==> src/design/i2cm_pkg.sv <==
`timescale 1ns / 1ps

package i2cm_pkg;

   localparam logic [1:0] ST_OK     = 2'd0;
   localparam logic [1:0] ST_BUSY   = 2'd1;
   localparam logic [1:0] ST_BUSERR = 2'd2;
   localparam logic [1:0] ST_NACK   = 2'd3;

   localparam logic [7:0] BYTE_MSB  = 8'h80;
   localparam logic [7:0] READ_BIT  = 8'h01;

   typedef struct packed {
      logic       command;
      logic [7:0] data_byte;
      logic       last_byte;
      logic       sda_in;
   } item_type;

   typedef struct packed {
      logic       scl_out;
      logic       sda_out;
      logic       rx_valid;
      logic [7:0] rx_data;
      logic       byte_request;
      logic       active;
      logic       done_res;
      logic [1:0] status;
   } result_type;

endpackage

==> src/design/i2cm_engine.sv <==
`timescale 1ns / 1ps

module i2cm_engine import i2cm_pkg::*; (
   input  logic       clock,
   input  logic       reset,
   input  logic       fire,
   input  item_type   item,
   output result_type result
);

   typedef enum logic [4:0] {
      PH_IDLE, PH_ST1, PH_ST2, PH_ST3, PH_ST4,
      PH_TXD, PH_TXH, PH_TXL, PH_TAR, PH_TAH, PH_TAL,
      PH_RXH, PH_RXL, PH_RAD, PH_RAH, PH_RAL,
      PH_WAIT, PH_SP1, PH_SP2, PH_SP3
   } phase_type;

   phase_type  phase_ff, phase_in;
   logic [3:0] bit_count_ff, bit_count_in;
   logic [7:0] shift_reg_ff, shift_reg_in;
   logic       read_mode_ff, read_mode_in;
   logic [7:0] pending_byte_ff, pending_byte_in;
   logic       pending_valid_ff, pending_valid_in;
   logic       pending_last_ff, pending_last_in;
   logic       current_last_ff, current_last_in;
   logic [1:0] result_status_ff, result_status_in;
   logic       scl_ff, scl_in;
   logic       sda_ff, sda_in;
   logic [3:0] bit_inc;
   logic       rxv;
   logic [7:0] rxd;
   logic       done;
   logic [1:0] st;

   assign bit_inc = bit_count_ff + 4'd1;

   always_comb begin
      phase_in         = phase_ff;
      bit_count_in     = bit_count_ff;
      shift_reg_in     = shift_reg_ff;
      read_mode_in     = read_mode_ff;
      pending_byte_in  = pending_byte_ff;
      pending_valid_in = pending_valid_ff;
      pending_last_in  = pending_last_ff;
      current_last_in  = current_last_ff;
      result_status_in = result_status_ff;
      scl_in           = scl_ff;
      sda_in           = sda_ff;
      rxv              = 1'b0;
      rxd              = 8'd0;
      done             = 1'b0;
      st               = ST_OK;

      if (item.command) begin
         if (!pending_valid_ff) begin
            pending_byte_in  = item.data_byte;
            pending_last_in  = item.last_byte;
            pending_valid_in = 1'b1;
         end
      end else begin
         if (phase_ff == PH_IDLE && pending_valid_ff) begin
            shift_reg_in     = pending_byte_ff;
            read_mode_in     = |(pending_byte_ff & READ_BIT);
            result_status_in = ST_OK;
            current_last_in  = pending_last_ff;
            pending_valid_in = 1'b0;
            bit_count_in     = 4'd0;
            phase_in         = PH_ST1;
         end else if (phase_ff == PH_WAIT && pending_valid_ff) begin
            current_last_in  = pending_last_ff;
            pending_valid_in = 1'b0;
            bit_count_in     = 4'd0;
            if (read_mode_ff) begin
               shift_reg_in = 8'd0;
               phase_in     = PH_RXH;
            end else begin
               shift_reg_in = pending_byte_ff;
               phase_in     = PH_TXD;
            end
         end

         case (phase_in)
            PH_IDLE, PH_WAIT: begin
            end
            PH_ST1: begin
               sda_in   = 1'b1;
               phase_in = PH_ST2;
            end
            PH_ST2: begin
               scl_in = 1'b1;
               if (!item.sda_in) begin
                  done     = 1'b1;
                  st       = ST_BUSY;
                  phase_in = PH_IDLE;
               end else begin
                  phase_in = PH_ST3;
               end
            end
            PH_ST3: begin
               sda_in   = 1'b0;
               phase_in = PH_ST4;
            end
            PH_ST4: begin
               scl_in = 1'b0;
               if (item.sda_in) begin
                  done     = 1'b1;
                  st       = ST_BUSERR;
                  phase_in = PH_IDLE;
               end else begin
                  bit_count_in = 4'd0;
                  phase_in     = PH_TXD;
               end
            end
            PH_TXD: begin
               scl_in       = 1'b0;
               sda_in       = |(shift_reg_in & BYTE_MSB);
               shift_reg_in = {shift_reg_in[6:0], 1'b0};
               phase_in     = PH_TXH;
            end
            PH_TXH: begin
               scl_in   = 1'b1;
               phase_in = PH_TXL;
            end
            PH_TXL: begin
               scl_in       = 1'b0;
               bit_count_in = bit_inc;
               phase_in     = bit_inc[3] ? PH_TAR : PH_TXD;
            end
            PH_TAR: begin
               sda_in   = 1'b1;
               phase_in = PH_TAH;
            end
            PH_TAH: begin
               scl_in           = 1'b1;
               result_status_in = item.sda_in ? ST_NACK : ST_OK;
               phase_in         = PH_TAL;
            end
            PH_TAL: begin
               scl_in   = 1'b0;
               sda_in   = 1'b1;
               phase_in = (result_status_in == ST_NACK || current_last_in) ? PH_SP1 : PH_WAIT;
            end
            PH_RXH: begin
               sda_in       = 1'b1;
               scl_in       = 1'b1;
               shift_reg_in = {shift_reg_in[6:0], item.sda_in};
               phase_in     = PH_RXL;
            end
            PH_RXL: begin
               scl_in       = 1'b0;
               bit_count_in = bit_inc;
               if (bit_inc[3]) begin
                  rxv      = 1'b1;
                  rxd      = shift_reg_in;
                  phase_in = PH_RAD;
               end else begin
                  phase_in = PH_RXH;
               end
            end
            PH_RAD: begin
               sda_in   = current_last_in;
               phase_in = PH_RAH;
            end
            PH_RAH: begin
               scl_in   = 1'b1;
               phase_in = PH_RAL;
            end
            PH_RAL: begin
               scl_in = 1'b0;
               if (current_last_in) begin
                  phase_in = PH_SP1;
               end else begin
                  sda_in   = 1'b1;
                  phase_in = PH_WAIT;
               end
            end
            PH_SP1: begin
               sda_in   = 1'b0;
               phase_in = PH_SP2;
            end
            PH_SP2: begin
               scl_in   = 1'b1;
               phase_in = PH_SP3;
            end
            PH_SP3: begin
               sda_in   = 1'b1;
               done     = 1'b1;
               st       = result_status_in;
               phase_in = PH_IDLE;
            end
            default: begin
               phase_in = PH_IDLE;
            end
         endcase
      end

      result.scl_out      = scl_in;
      result.sda_out      = sda_in;
      result.rx_valid     = rxv;
      result.rx_data      = rxd;
      result.byte_request = (phase_in == PH_WAIT) && !pending_valid_in;
      result.active       = (phase_in != PH_IDLE);
      result.done_res     = done;
      result.status       = st;
   end

   always_ff @(posedge clock) begin
      if (reset) begin
         phase_ff         <= PH_IDLE;
         bit_count_ff     <= 4'd0;
         shift_reg_ff     <= 8'd0;
         read_mode_ff     <= 1'b0;
         pending_valid_ff <= 1'b0;
         pending_last_ff  <= 1'b0;
         current_last_ff  <= 1'b0;
         result_status_ff <= ST_OK;
         scl_ff           <= 1'b1;
         sda_ff           <= 1'b1;
      end else if (fire) begin
         phase_ff         <= phase_in;
         bit_count_ff     <= bit_count_in;
         shift_reg_ff     <= shift_reg_in;
         read_mode_ff     <= read_mode_in;
         pending_valid_ff <= pending_valid_in;
         pending_last_ff  <= pending_last_in;
         current_last_ff  <= current_last_in;
         result_status_ff <= result_status_in;
         scl_ff           <= scl_in;
         sda_ff           <= sda_in;
      end
      if (fire) begin
         pending_byte_ff <= pending_byte_in;
      end
   end

endmodule

==> src/design/i2c_master_byte_transfer.sv <==
`timescale 1ns / 1ps

// Byte-wise I2C master. Every request beat is either a byte push (command 1) into a one-deep
// buffer or one bus tick (command 0) carrying the sampled SDA level, and every request beat
// yields exactly one response beat with the SCL/SDA drive levels and transfer status.
// Throughput is one beat per clock unless rsp_stall holds the response. A beat passes the
// request register and the response register with the combinational controller step in
// between. The first byte pushed while idle is the address (bit 0 = read).
// rsp_status with done_res: 0 ok, 1 bus busy, 2 bus error, 3 slave NACK.

module i2c_master_byte_transfer import i2cm_pkg::*; (
   input  logic       clock,
   input  logic       reset,
   input  logic       req_valid,
   output logic       req_stall,
   input  logic       req_command,
   input  logic [7:0] req_data_byte,
   input  logic       req_last_byte,
   input  logic       req_sda_in,
   output logic       rsp_valid,
   input  logic       rsp_stall,
   output logic       rsp_scl_out,
   output logic       rsp_sda_out,
   output logic       rsp_rx_valid,
   output logic [7:0] rsp_rx_data,
   output logic       rsp_byte_request,
   output logic       rsp_active,
   output logic       rsp_done_res,
   output logic [1:0] rsp_status
);

   logic       in_valid_ff, in_valid_in;
   item_type   item_ff;
   logic       out_valid_ff, out_valid_in;
   result_type result_ff;
   result_type step_result;
   logic       advance;
   logic       req_take;

   assign advance   = in_valid_ff && (!out_valid_ff || !rsp_stall);
   assign req_stall = in_valid_ff && !advance;
   assign req_take  = req_valid && !req_stall;

   assign in_valid_in  = req_take || (in_valid_ff && !advance);
   assign out_valid_in = advance || (out_valid_ff && rsp_stall);

   i2cm_engine u_engine (
      .clock  (clock),
      .reset  (reset),
      .fire   (advance),
      .item   (item_ff),
      .result (step_result)
   );

   always_ff @(posedge clock) begin
      if (reset) begin
         in_valid_ff  <= 1'b0;
         out_valid_ff <= 1'b0;
      end else begin
         in_valid_ff  <= in_valid_in;
         out_valid_ff <= out_valid_in;
      end
      if (req_take) begin
         item_ff.command   <= req_command;
         item_ff.data_byte <= req_data_byte;
         item_ff.last_byte <= req_last_byte;
         item_ff.sda_in    <= req_sda_in;
      end
      if (advance) begin
         result_ff <= step_result;
      end
   end

   assign rsp_valid        = out_valid_ff;
   assign rsp_scl_out      = result_ff.scl_out;
   assign rsp_sda_out      = result_ff.sda_out;
   assign rsp_rx_valid     = result_ff.rx_valid;
   assign rsp_rx_data      = result_ff.rx_data;
   assign rsp_byte_request = result_ff.byte_request;
   assign rsp_active       = result_ff.active;
   assign rsp_done_res     = result_ff.done_res;
   assign rsp_status       = result_ff.status;

   a_done_idle: assert property (@(posedge clock) disable iff (reset)
      rsp_valid && rsp_done_res |-> !rsp_active)
      else $error("transfer done while still active");

   a_req_active: assert property (@(posedge clock) disable iff (reset)
      rsp_valid && rsp_byte_request |-> rsp_active)
      else $error("byte request outside a transfer");

   a_status_done: assert property (@(posedge clock) disable iff (reset)
      rsp_valid && (rsp_status != ST_OK) |-> rsp_done_res)
      else $error("status without done");

   a_rx_active: assert property (@(posedge clock) disable iff (reset)
      rsp_valid && rsp_rx_valid |-> rsp_active && !rsp_done_res)
      else $error("received byte outside an active read");

   a_stall_held: assert property (@(posedge clock) disable iff (reset)
      req_stall |-> in_valid_ff && out_valid_ff && rsp_stall)
      else $error("request stalled with room downstream");

endmodule

==> config.mk <==
export PLATFORM = sky130hd
export DESIGN_NAME = i2c_master_byte_transfer
export DESIGN_NICKNAME = d
export VERILOG_FILES = /design/src/design/i2cm_pkg.sv /design/src/design/i2cm_engine.sv /design/src/design/i2c_master_byte_transfer.sv
export SDC_FILE = /design/constraint.sdc
export NUM_CORES = 1
export LEC_CHECK = 0
export BUFFER_PORTS_ARGS = -buffer_cell sky130_fd_sc_hd__buf_2
export CAP_MARGIN = 20
export CORE_ASPECT_RATIO = 2
export CORE_MARGIN = 2
export CORE_UTILIZATION = 25
export CTS_BUF_LIST = sky130_fd_sc_hd__clkbuf_16
export DETAILED_ROUTE_END_ITERATION = 8
export GPL_ROUTABILITY_DRIVEN = 0
export SLEW_MARGIN = 30
export SYNTH_ARGS = -nofsm -noshare
export SYNTH_HDL_FRONTEND = slang
export SYNTH_SLANG_ARGS = --single-unit
export TNS_END_PERCENT = 30
==> constraint.sdc <==
create_clock -name clock -period 2.49 [get_ports clock]
set_input_delay 0.498 -clock clock [delete_from_list [all_inputs] [get_ports clock]]
set_output_delay 0.498 -clock clock [all_outputs]
set_load 0.02 [all_outputs]
Word level (Yosys, flattened, before mapping)
Index checks and enable logic that the tools add are counted.
{"block": "word_totals", "inputBits": 15, "elab_cells": 124, "register_bits": 62, "output_inout_bits": 18}
{"block": "op_classes", "n_eq_ne": 22, "reduce_logical": 30, "bitwise_logic": 4, "add_sub_neg": 1, "mux": 42}
{"operator": "$pmux 5 s18", "count": 1}
{"operator": "$eq 5x4->1 const B", "count": 8}
{"operator": "$eq 5x5->1 const B", "count": 6}
{"operator": "$mux 8", "count": 3}
{"operator": "$eq 5x3->1 const B", "count": 4}
{"operator": "$mux 4", "count": 5}
{"operator": "$mux 5", "count": 4}
{"operator": "$pmux 8 s2", "count": 1}
{"operator": "$mux 1", "count": 15}
{"operator": "$mux 2", "count": 6}
{"operator": "$reduce_or 6->1", "count": 2}
{"operator": "$eq 5x2->1 const B", "count": 2}
{"operator": "$logic_not 5->1", "count": 2}
{"operator": "$pmux 4 s2", "count": 1}
{"operator": "$reduce_or 2->1", "count": 4}
{"operator": "$logic_and 1x1->1", "count": 7}
{"operator": "$mux 3", "count": 2}
{"operator": "$pmux 2 s3", "count": 1}
{"operator": "$reduce_and 3->1", "count": 2}
{"operator": "$eq 5x1->1 const B", "count": 1}
{"operator": "$logic_not 1->1", "count": 5}
{"operator": "$pmux 1 s5", "count": 1}
{"operator": "$reduce_bool 5->1", "count": 1}
{"operator": "$reduce_or 5->1", "count": 1}
{"operator": "other kinds (8)", "count": 14}

Longest topological paths before layout
Gate-level depths: netlist of the first run.
{"block": "depth", "depth_word": 11, "depth_mapped": 9}

Cells and area by module
From an unflattened synthesis of the first run, not the netlist that was laid out.
{"block": "unflattened", "cells_unflattened": 324, "hier_area_um2": 3150.5}
{"mod": "i2cm_engine", "cells_per_inst": 287, "area_per_inst_um2": 2253.4, "n_inst": 1}
{"mod": "i2c_master_byte_transfer", "cells_per_inst": 37, "area_per_inst_um2": 897.1, "n_inst": 1}

Least setup slack after synthesis of the first run
OpenSTA, ideal clock, no wires.
{"block": "synth_path", "path_type": "input to register", "start": "input rsp_stall", "end": "register u_engine.bit_count_ff[2]", "path_stages": 9, "arrival_time_ns": 2.059, "setup_ns": 0.074, "required_time_ns": 2.416, "path_slack_ns": 0.357, "n_path_buf": 1, "path_cell_list": "nand2_1 nand2_1 inv_1 nand2_1 or2_2 buf_1 nor2_1 a21oi_1 a31oi_1"}
{"block": "synth_via", "elab_chain_len": 4}
{"item": "from (decl)", "line": "i2c_master_byte_transfer.sv:21", "text": "input logic rsp_stall,"}
{"item": "$logic_not 1->1", "line": "i2c_master_byte_transfer.sv:40", "text": "assign advance = in_valid_ff && (!out_valid_ff || !rsp_stall);"}
{"item": "$logic_or 1x1->1", "line": "i2c_master_byte_transfer.sv:40"}
{"item": "$logic_and 1x1->1", "line": "i2c_master_byte_transfer.sv:40"}
{"item": "via advance", "line": "i2c_master_byte_transfer.sv:37", "text": "logic advance;"}
{"item": "$reduce_and 2->1 (no source line)"}
{"item": "to (signal assigned)", "line": "i2cm_engine.sv:221", "text": "bit_count_ff <= bit_count_in;"}
{"item": "to (decl)", "line": "i2cm_engine.sv:19", "text": "logic [3:0] bit_count_ff, bit_count_in;"}
The timed path passes the listed nets, and every way through them passes these cells.
A chain may end at the register's enable or synchronous reset.

==> results of run 1 <==
-- layout by cell type, fill, tap and decap left out, drive strengths merged, types with 9 or more instances in the layout --
master | Yosys | routed
a21oi | 29 | 29
buf | 9 | 62
clkbuf | 12 | 9
dfxtp | 27 | 27
edfxtp | 35 | 35
inv | 11 | 12
nand2 | 38 | 38
nand3 | 10 | 10
nor2 | 39 | 39
nor3 | 13 | 13
o21ai | 19 | 19
-- kinds of logic after synthesis --
logic type | count (synthesis)
adders and majority gates | 1
xor gates and xnor gates | 2
muxes | 2
AOI/OAI and AO/OA | 90
DFF | 62
buffers and inverters | 32
and+or+nand+nor | 153
-- power by group through the flow --
| stage | registers (uW) | logic [uW] | clock network (uW) |
|---|---|---|---|
| 4_1_cts | 1150 | 269 | 1160 |
| 5_1_grt | 1150 | 302 | 1200 |
| 6_report | 1150 | 278 | 1130 |
| 3_3_place_gp | 1170 | 268 | 0 |
| 3_5_place_dp | 1170 | 268 | 0 |
| 2_1_floorplan | 1170 | 160 | 0 |
-- sequential cells by signal, indices dropped and copies added, names as in the netlist, 2 cells and up --
register / cells
item_ff: 11
rsp_rx_data: 8
rsp_status: 2
u_engine.bit_count_ff: 4
u_engine.pending_byte_ff: 8
u_engine.phase_ff: 5
u_engine.result_status_ff: 2
u_engine.shift_reg_ff: 8
-- synthesized netlist by cell type (4+ instances only) --
cell type / instances / area, um^2
nor3_1: 12 / 60.1
clkbuf_1: 12 / 45.0
nor2b_1: 5 / 31.3
inv_1: 10 / 37.5
buf_2: 7 / 35.0
nand3b_1: 8 / 60.1
o21ai_1: 5 / 25.0
or3_1: 5 / 31.3
a31oi_1: 5 / 31.3
a211oi_1: 5 / 37.5
nand3_1: 10 / 50.1
a21oi_1: 28 / 140
nor2_1: 39 / 146
edfxtp_1: 35 / 1050
o21ai_0: 14 / 70.1
nand2b_1: 4 / 25.0
dfxtp_1: 27 / 541
nand2_1: 37 / 139
nor4b_1: 7 / 61.3
-- how the worst min path moves through the flow --
stage / end / slack, ps
floorplan: u_engine.pending_byte_ff[0]$_DFFE_PP_ / 400
global placement: u_engine.pending_byte_ff[2]$_DFFE_PP_ / 400
detailed placement: u_engine.pending_byte_ff[2]$_DFFE_PP_ / 400
CTS: item_ff[4]$_DFFE_PP_ / 330
global route: item_ff[6]$_DFFE_PP_ / 330
finish: item_ff[5]$_DFFE_PP_ / 340
-- through the flow --
| stage | hold WS, ps | std cells | util, % | setup WS [ps] |
|---|---|---|---|---|
| 6_report | 339 | 549 | 31.6 | 150 |
| 5_1_grt | 331 | 549 | 31.6 | 2.65 |
| 4_1_cts | 328 | 547 | 31.4 | 45.1 |
| 3_5_place_dp | 405 | 531 | 29.2 | 65.3 |
| 3_3_place_gp | 403 | 531 | 29.2 | 144 |
| 2_1_floorplan | 400 | 342 | - | 357 |
-- repair_timing --
action	in CTS	in global routing
setup buffers	0	2
setup endpoints to repair	0	6
resized for setup	0	5
hold buffers	0	0
-- layer usage --
layer	share of wire, %	track usage [%]
met5	0	0
met2	52	24.8
met4	6.4	10.6
met1	35	14.0
met3	6.5	3.54
-- final cells by class --
class                      count  area share [%]
sequential                    62            40.5
inverter                      11            1.05
clock buffer                   9            5.72
tap                          150            4.76
clock inverter                 7            1.27
timing repair buffer          62            9.78
multi-input combinational    248            36.9
==> impl_metrics.env, run 1 <==
export IMPL_grt_start_max_net_pins=28
export IMPL_worstHoldPathCells=1
export IMPL_timing_critical_path_slowest_cell_delay_ps=620
export IMPL_synth_xor_area_share_pct=0.552
export IMPL_insertedDiodeCount=0
export IMPL_power_frac_seq_pct=44.8
export IMPL_startpoint_type_of_the_worst_setup_path="register"
export IMPL_routed_via_count=2872
export IMPL_netSwitchingFraction_pct=25.8
export IMPL_worst_setup_path_type="reg -> reg"
export IMPL_grt_overflow=0
export IMPL_cts_tree="built"
export IMPL_hold_path_class="in -> reg"
export IMPL_timing_critical_path_arrival_ps=2420
export IMPL_grt_use_total_pct=14.1
export IMPL_multiInputGateArea_um2=1460
export IMPL_cts_buffers_inserted=9
export IMPL_finalSetupViolations=0
export IMPL_nNetsFinal=410
export IMPL_path_max_fanout=15
export IMPL_io_pins=33
export IMPL_drtAntennaViolNets=0
export IMPL_clkLatencyLatePin_ps=330
export IMPL_reg2reg_setup_slack_ps=150
export IMPL_floorplan_die_height_um=163
export IMPL_first_pass_grt_wire_length_mm=15.1
export IMPL_syn_instance_count=342
export IMPL_clk_transition_reported_paths_ps=50
export IMPL_h_tree_lvls=3
export IMPL_count_of_different_cell_masters_after_synthesis=62
export IMPL_die_area_um2=13700
export IMPL_critPathLaunch="u_engine.phase_ff[4]$_SDFFE_PP0P_"
export IMPL_layout_area_overhead_vs_synth_pct=24.2
export IMPL_dominant_combinational_cell_family_by_area_after_synthesis="simple AND/OR/NAND/NOR gates"
export IMPL_avgViaCountPerCell=5.23
export IMPL_status="finished clean"
export IMPL_synth_compound_area_share_pct=18.6
export IMPL_share_clk_of_total_power_pct=44.3
export IMPL_antenna_found_initial=0
export IMPL_number_of_enable_flip_flop_cells_after_synthesis=35
export IMPL_worst_path_buf_inv=0
export IMPL_timing_clock_skew_ps=5.00
export IMPL_rsz0062_at_grt="no"
export IMPL_cp_depth=6
export IMPL_final_hold_violation_count=0
export IMPL_path_common_cell="nor3_1"
export IMPL_synthSimpleGateAreaFrac_pct=25.6
export IMPL_cts_path_max_buffers=2
export IMPL_power_density_cell_area_nw_per_um2=650
export IMPL_layout_cell_area_non_filler_um2=3940
export IMPL_crit_path_end="rsp_byte_request$_DFFE_PP_"
export IMPL_max_cap_violations=0
export IMPL_slowest_stage="dfxtp_1"
export IMPL_hp_start="req_data_byte[3]"
export IMPL_rows=58
export IMPL_clk_root_buffer_cell="clkbuf_16"
export IMPL_drive_gt1_share_pct=23.1
export IMPL_maxSlewViolCount=0
export IMPL_r2r_start="u_engine.phase_ff[4]$_SDFFE_PP0P_"
export IMPL_critical_path_top_delay_family="simple AND/OR/NAND/NOR gates"
export IMPL_netSwitchingPower_uw=659
export IMPL_ys_warnings_count=0
export IMPL_fp_coreArea_um2=12500
export IMPL_dieWidth_um=83.6
export IMPL_fin_setup_tns_ps=0
export IMPL_number_of_search_and_repair_iterations_in_the_first_detailed_routing_pass=5
export IMPL_peak_supply_drop_mv=0.337
export IMPL_cts_sinks=62
export IMPL_worst_slew_pin_transition_ps=727
export IMPL_final_min_clock_period_ps=2340
export IMPL_num_fill_cells=1305
export IMPL_synth_seq_cells=62
export IMPL_drcViolationCount=0
export IMPL_static_leakage_power_uw=0.00142
export IMPL_drt_wl_total_mm=9.23
export IMPL_syn_area_um2=3170
export IMPL_synth_flop_cell="edfxtp_1"
export IMPL_yosysSeqAreaShare_pct=50.2
export IMPL_worstReg2RegEnd="rsp_byte_request$_DFFE_PP_"
export IMPL_crit_chain="nor3b_1 -> a31oi_1 -> or2_1 -> nor3_1 -> nor3_1 -> and4b_1"
export IMPL_port_buffer_count=32
export IMPL_routedWlPerCell_um=16.8
export IMPL_synth_net_count=358
export IMPL_final_period_utilization_pct=94.0
export IMPL_synth_mux_area_share_pct=0.671
export IMPL_synth_avg_cell_area_um2=9.27
export IMPL_post_layout_total_power_uw=2560
export IMPL_max_slew_margin_pct=51.2
export IMPL_placement_cell_area_um2=3640
export IMPL_timing_critical_path_required_ps=2570
export IMPL_initial_core_util_pct=25.4
export IMPL_r2r_worst_path_cells=6
export IMPL_final_seq_area_um2=1600
export IMPL_grt_pass1_vias=2944
export IMPL_max_freq_ghz=0.427
export IMPL_drt_iter0_markers=325
export IMPL_postSynth_asyncResetShare_pct=0
export IMPL_cellInternalPower_uw=1900
export IMPL_cp_end_kind="register"
export IMPL_synth_adder_area_share_pct=0.394
export IMPL_place_hpwl_mm=6.97
export IMPL_comb_power_share_pct=10.9
Note: power is estimated with default switching activity, not from simulation.
==> inputs of run 2 (changes only) <==
==> constraint.sdc (replaced) <==
create_clock -name clock -period 2.49 [get_ports clock]
set_input_delay 0.498 -clock clock [delete_from_list [all_inputs] [get_ports clock]]
set_output_delay 0.498 -clock clock [all_outputs]
set_load 0.1 [all_outputs]
==> impl_metrics.env, run 2 (synthesis results as in run 1) <==
export IMPL_status="finished clean"
export IMPL_timing_critical_path_required_ps=2570
export IMPL_number_of_instances_in_the_placed_design=527
export IMPL_final_cells=545
export IMPL_drt_iter0_markers=298
export IMPL_cts_hold_buf=0
export IMPL_routedWlPerCell_um=16.2
export IMPL_most_common_layout_cells="nor2_1 (39), nand2_1 (37), edfxtp_1 (35)"
export IMPL_timing_critical_path_arrival_ps=2480
export IMPL_worstReg2RegEnd="rsp_active$_DFFE_PP_"
export IMPL_static_leakage_power_uw=0.00141
export IMPL_clk_root_buffer_cell="clkbuf_16"
export IMPL_layout_area_overhead_vs_synth_pct=23.4
export IMPL_preCtsSetupSlack_ps=-39.9
export IMPL_fin_worst_hold_slack_ps=336
export IMPL_final_min_clock_period_ps=2410
export IMPL_layout_cell_area_non_filler_um2=3910
export IMPL_max_cap_violations=0
export IMPL_r2r_worst_path_cells=7
export IMPL_num_fill_cells=1298
export IMPL_share_clk_of_total_power_pct=43.3
export IMPL_place_hpwl_mm=6.58
export IMPL_mostFrequentLayoutCell="nor2_1"
export IMPL_hold_path_class="in -> reg"
export IMPL_reg2reg_setup_slack_ps=80
export IMPL_final_period_utilization_pct=96.6
export IMPL_cts_tree="built"
export IMPL_drt_wl_total_mm=8.81
export IMPL_power_frac_seq_pct=44.1
export IMPL_worst_setup_path_type="reg -> reg"
export IMPL_max_slew_margin_pct=58.4
export IMPL_comb_power_share_pct=12.5
export IMPL_h_tree_lvls=3
export IMPL_port_buffer_count=32
export IMPL_power_density_cell_area_nw_per_um2=667
export IMPL_worst_path_buf_inv=1
export IMPL_drive_gt1_share_pct=22.5
export IMPL_path_max_fanout=7
export IMPL_final_hold_violation_count=0
export IMPL_clkLatencyLatePin_ps=330
export IMPL_cts_sinks=62
export IMPL_max_flop_register="item_ff"
export IMPL_floorplan_die_height_um=163
export IMPL_hp_start="req_data_byte[6]"
export IMPL_finalSetupViolations=0
export IMPL_startpoint_type_of_the_worst_setup_path="register"
export IMPL_rsz0062_at_grt="no"
export IMPL_cellInternalPower_uw=1890
export IMPL_path_common_cell="a21oi_1"
export IMPL_timing_critical_path_slowest_cell_delay_ps=540
export IMPL_io_pins=33
export IMPL_cts_buffers_inserted=9
export IMPL_die_area_um2=13700
export IMPL_sink_of_the_worst_hold_path="item_ff[8]$_DFFE_PP_"
export IMPL_finalWorstSetupSlack_ps=84.2
export IMPL_grt_use_total_pct=13.2
export IMPL_peak_supply_drop_mv=0.417
export IMPL_clk_transition_reported_paths_ps=50
export IMPL_nNetsFinal=406
export IMPL_routed_via_count=2904
export IMPL_netSwitchingPower_uw=714
export IMPL_grt_pass1_vias=2915
export IMPL_first_pass_grt_wire_length_mm=14.1
export IMPL_final_util_pct=31.4
export IMPL_worstHoldPathCells=1
export IMPL_initial_core_util_pct=25.4
export IMPL_maxSlewViolCount=0
export IMPL_rows=58
export IMPL_cts_path_max_buffers=2
export IMPL_crit_chain="nand2b_1 -> a21oi_1 -> a2bb2oi_1 -> a2111oi_1 -> buf_4 -> nor4b_1 -> a21oi_1"
export IMPL_slowest_stage="a2111oi_1"
export IMPL_dieWidth_um=83.6
export IMPL_grt_start_max_net_pins=27
export IMPL_critical_path_top_delay_family="compound AO/OA/AOI/OAI gates"
export IMPL_insertedDiodeCount=0
export IMPL_fp_coreArea_um2=12500
export IMPL_antenna_found_initial=0
export IMPL_grt_overflow=0
export IMPL_max_freq_ghz=0.416
export IMPL_worst_slew_pin_transition_ps=621
export IMPL_placement_cell_area_um2=3610
export IMPL_drtAntennaViolNets=0
export IMPL_drcViolationCount=0
export IMPL_avgViaCountPerCell=5.33
export IMPL_largest_reg_flops=11
export IMPL_netSwitchingFraction_pct=27.4
export IMPL_r2r_start="u_engine.phase_ff[1]$_SDFFE_PP0P_"
export IMPL_cp_end_kind="register"
export IMPL_timing_clock_skew_ps=4.12
export IMPL_number_of_search_and_repair_iterations_in_the_first_detailed_routing_pass=6
run 2: repair_timing:
action / CTS / global route
gates cloned: 0 / 0
gates resized for setup: 2 / 3
setup endpoints to repair: 1 / 2
buffers inserted: 0 / 2
pin swaps: 0 / 1
run 2: worst max path at each step:
stage,startpoint,end,slack (ps),depth (start not counted)
2_1_floorplan,rsp_valid$_SDFF_PP0_,u_engine.bit_count_ff[2]$_SDFFE_PP0P_,60,9
3_5_place_dp,u_engine.phase_ff[2]$_SDFFE_PP0P_,rsp_active$_DFFE_PP_,-40,7
5_1_grt,u_engine.phase_ff[0]$_SDFFE_PP0P_,rsp_active$_DFFE_PP_,20,6
6_report,u_engine.phase_ff[1]$_SDFFE_PP0P_,rsp_active$_DFFE_PP_,80,7
3_3_place_gp,u_engine.phase_ff[2]$_SDFFE_PP0P_,rsp_active$_DFFE_PP_,-20,7
4_1_cts,u_engine.phase_ff[3]$_SDFFE_PP0P_,rsp_active$_DFFE_PP_,20,7
run 2: metal layers:
| layer | wire, um | track usage [%] | vias up |
|---|---|---|---|
| li1 | - | - | 1359 |
| met1 | 3150 | 12.7 | 1356 |
| met2 | 4590 | 24.0 | 138 |
| met3 | 461 | 2.17 | 51 |
| met4 | 617 | 11.0 | 0 |
| met5 | 0 | 0 | - |
run 2: cell type report:
type                            instances  area, um^2  share of cell area, %
Clock buffer                            9         225                   5.75
Sequential cell                        62        1600                   40.8
Multi-Input combinational cell        248        1460                   37.2
Inverter                               11        41.3                   1.05
Clock inverter                          7        51.3                   1.31
Tap cell                              150         188                   4.80
Timing Repair Buffer                   58         355                   9.08
run 2: metrics by stage:
stage | TNS [ps] | power [uW]
floorplan | 0 | 1390
global placement | -17.4 | 1490
detailed placement | -39.9 | 1490
CTS | 0 | 2630
global route | 0 | 2710
finish | 0 | 2610
run 2: power by group through the flow:
stage	logic, uW	clock network, uW	registers (uW)
3_5_place_dp	320	0	1170
6_report	327	1130	1150
2_1_floorplan	161	0	1230
4_1_cts	320	1160	1150
3_3_place_gp	319	0	1170
5_1_grt	350	1200	1150
==> inputs of run 3 (changes only) <==
--- a/config.mk
+++ b/config.mk
@@ -13,6 +13,7 @@
 export CTS_BUF_LIST = sky130_fd_sc_hd__clkbuf_16
 export DETAILED_ROUTE_END_ITERATION = 8
 export GPL_ROUTABILITY_DRIVEN = 0
+export PLACE_DENSITY = 0.46
 export SLEW_MARGIN = 30
 export SYNTH_ARGS = -nofsm -noshare
 export SYNTH_HDL_FRONTEND = slang
==> impl_metrics.env, run 3 (synthesis results as in run 1) <==
export IMPL_hold_path_class="in -> reg"
export IMPL_mostFrequentLayoutCell="nor2_1"
export IMPL_largest_reg_flops=11
export IMPL_static_leakage_power_uw=0.00142
export IMPL_final_seq_area_um2=1600
export IMPL_multiInputGateArea_um2=1460
export IMPL_final_period_utilization_pct=97.8
export IMPL_grt_overflow=0
export IMPL_slowest_stage="a2111oi_1"
export IMPL_share_clk_of_total_power_pct=45.6
export IMPL_crit_chain="nand2b_1 -> a21oi_1 -> a2bb2oi_1 -> a2111oi_1 -> nor4b_1 -> a21oi_1"
export IMPL_cts_hold_buf=0
export IMPL_timing_critical_path_slowest_cell_delay_ps=630
export IMPL_rows=58
export IMPL_drcViolationCount=0
export IMPL_netSwitchingFraction_pct=26.7
export IMPL_clk_root_buffer_cell="clkbuf_16"
export IMPL_layout_area_overhead_vs_synth_pct=24.1
export IMPL_routed_via_count=2870
export IMPL_timing_critical_path_arrival_ps=2500
export IMPL_max_flop_register="item_ff"
export IMPL_max_freq_ghz=0.410
export IMPL_antenna_found_initial=0
export IMPL_h_tree_lvls=3
export IMPL_max_slew_margin_pct=53.6
export IMPL_netSwitchingPower_uw=729
export IMPL_drtAntennaViolNets=0
export IMPL_final_min_clock_period_ps=2440
export IMPL_most_common_layout_cells="nor2_1 (39), nand2_1 (37), edfxtp_1 (35)"
export IMPL_port_buffer_count=32
export IMPL_startpoint_type_of_the_worst_setup_path="register"
export IMPL_routedWlPerCell_um=16.8
export IMPL_cts_sinks=62
export IMPL_worst_setup_path_type="reg -> reg"
export IMPL_status="finished clean"
export IMPL_worst_slew_pin_transition_ps=696
export IMPL_final_cells=545
export IMPL_floorplan_die_height_um=163
export IMPL_path_max_fanout=9
export IMPL_grt_met1_usage_pct=13.2
export IMPL_cts_buffers_inserted=9
export IMPL_avgViaCountPerCell=5.27
export IMPL_number_of_instances_in_the_placed_design=528
export IMPL_critPathLaunch="u_engine.phase_ff[1]$_SDFFE_PP0P_"
export IMPL_drt_iter0_markers=293
export IMPL_cp_end_kind="register"
export IMPL_hp_start="req_data_byte[3]"
export IMPL_io_pins=33
export IMPL_die_area_um2=13700
export IMPL_maxSlewViolCount=0
export IMPL_comb_power_share_pct=12.5
export IMPL_grt_pass1_vias=2832
export IMPL_dieWidth_um=83.6
export IMPL_power_frac_seq_pct=41.9
export IMPL_cts_tree="built"
export IMPL_nNetsFinal=406
export IMPL_final_hold_violation_count=0
export IMPL_grt_start_max_net_pins=20
export IMPL_drive_gt1_share_pct=22.5
export IMPL_path_common_cell="a21oi_1"
export IMPL_cts_path_max_buffers=2
export IMPL_clkLatencyLatePin_ps=330
export IMPL_place_hpwl_mm=7.10
export IMPL_grt_met3_usage_pct=2.37
export IMPL_first_pass_grt_wire_length_mm=14.6
export IMPL_r2r_start="u_engine.phase_ff[1]$_SDFFE_PP0P_"
export IMPL_clk_transition_reported_paths_ps=60
export IMPL_gr_max_usage_layer="met2"
export IMPL_grt_use_total_pct=13.7
export IMPL_num_fill_cells=1313
export IMPL_timing_critical_path_required_ps=2560
export IMPL_insertedDiodeCount=0
export IMPL_cellInternalPower_uw=2000
export IMPL_final_util_pct=31.5
export IMPL_initial_core_util_pct=25.4
export IMPL_drt_wl_total_mm=9.15
export IMPL_peak_supply_drop_mv=0.351
export IMPL_power_density_cell_area_nw_per_um2=693
export IMPL_timing_clock_skew_ps=7.65
export IMPL_grt_use_met2_pct=25.8
export IMPL_max_cap_violations=0
export IMPL_finalSetupViolations=0
export IMPL_fp_coreArea_um2=12500
export IMPL_number_of_search_and_repair_iterations_in_the_first_detailed_routing_pass=4
[run 3: cell count changes in the layout (fill, tap and decap cells not counted)]
cell,delta
a211oi_1,-1
a211oi_2,+1
a21oi_1,+1
a21oi_2,-1
bufinv_16,+1
clkinv_4,-1
clkinvlp_4,-1
inv_6,+1
[run 3: critical path: cells and delay by family (launching register included)]
family / cells / cell delay, ps
compound gates: 4 / 1010
simple gates: 2 / 610
flops: 1 / 550
[run 3: layout make-up]
type                    count  share of cell area [%]
flip-flops and latches     62                    40.5
multi-input cells         248                    37.1
repair buffers             58                    9.02
clock buffers               9                    5.72
well taps                 150                    4.77
clock inverters             7                    1.87
inverters                  11                    1.05
[run 3: power by group through the flow]
stage               clock network [uW]  registers, uW  logic [uW]
floorplan                            0           1230         161
global placement                     0           1160         337
detailed placement                   0           1160         335
CTS                               1280           1140         336
global route                      1310           1150         363
finish                            1240           1140         342
[run 3: repair_timing]
item,in CTS,in global routing
endpoints found under the setup margin,1,3
pin swaps,0,1
setup buffers,0,1
resized for setup,1,4
[run 3: path summary, 6_finish.rpt]
kind / to / cells after the start / slack [ps]
setup / recovery: rsp_active$_DFFE_PP_ / 6 / 50
hold / removal: item_ff[5]$_DFFE_PP_ / 1 / 340
setup reg to reg: rsp_active$_DFFE_PP_ / 6 / 50
hold reg to reg: u_engine.pending_byte_ff[0]$_DFFE_PP_ / 0 / 420
[run 3: per-layer routing]
| metal | share of wire (%) | routed length, um |
|---|---|---|
| met1 | 35 | 3160 |
| met2 | 56 | 5130 |
| met3 | 4.0 | 363 |
| met4 | 5.5 | 499 |
| met5 | 0 | 0 |
[run 3: stage by stage]
stage                     instance area, um^2  worst slack, ps  TNS (ps)  power (uW)  hold WS, ps
after global routing                     3940            -50.0     -50.0        2820          330
final                                    3940             53.8         0        2730          337
after floorplan                          3170             56.2         0        1390          400
after CTS                                3920             32.3         0        2750          329
after detailed placement                 3620            -13.8     -13.8        1500          409
after global placement                   3620            -33.1     -33.1        1500          402
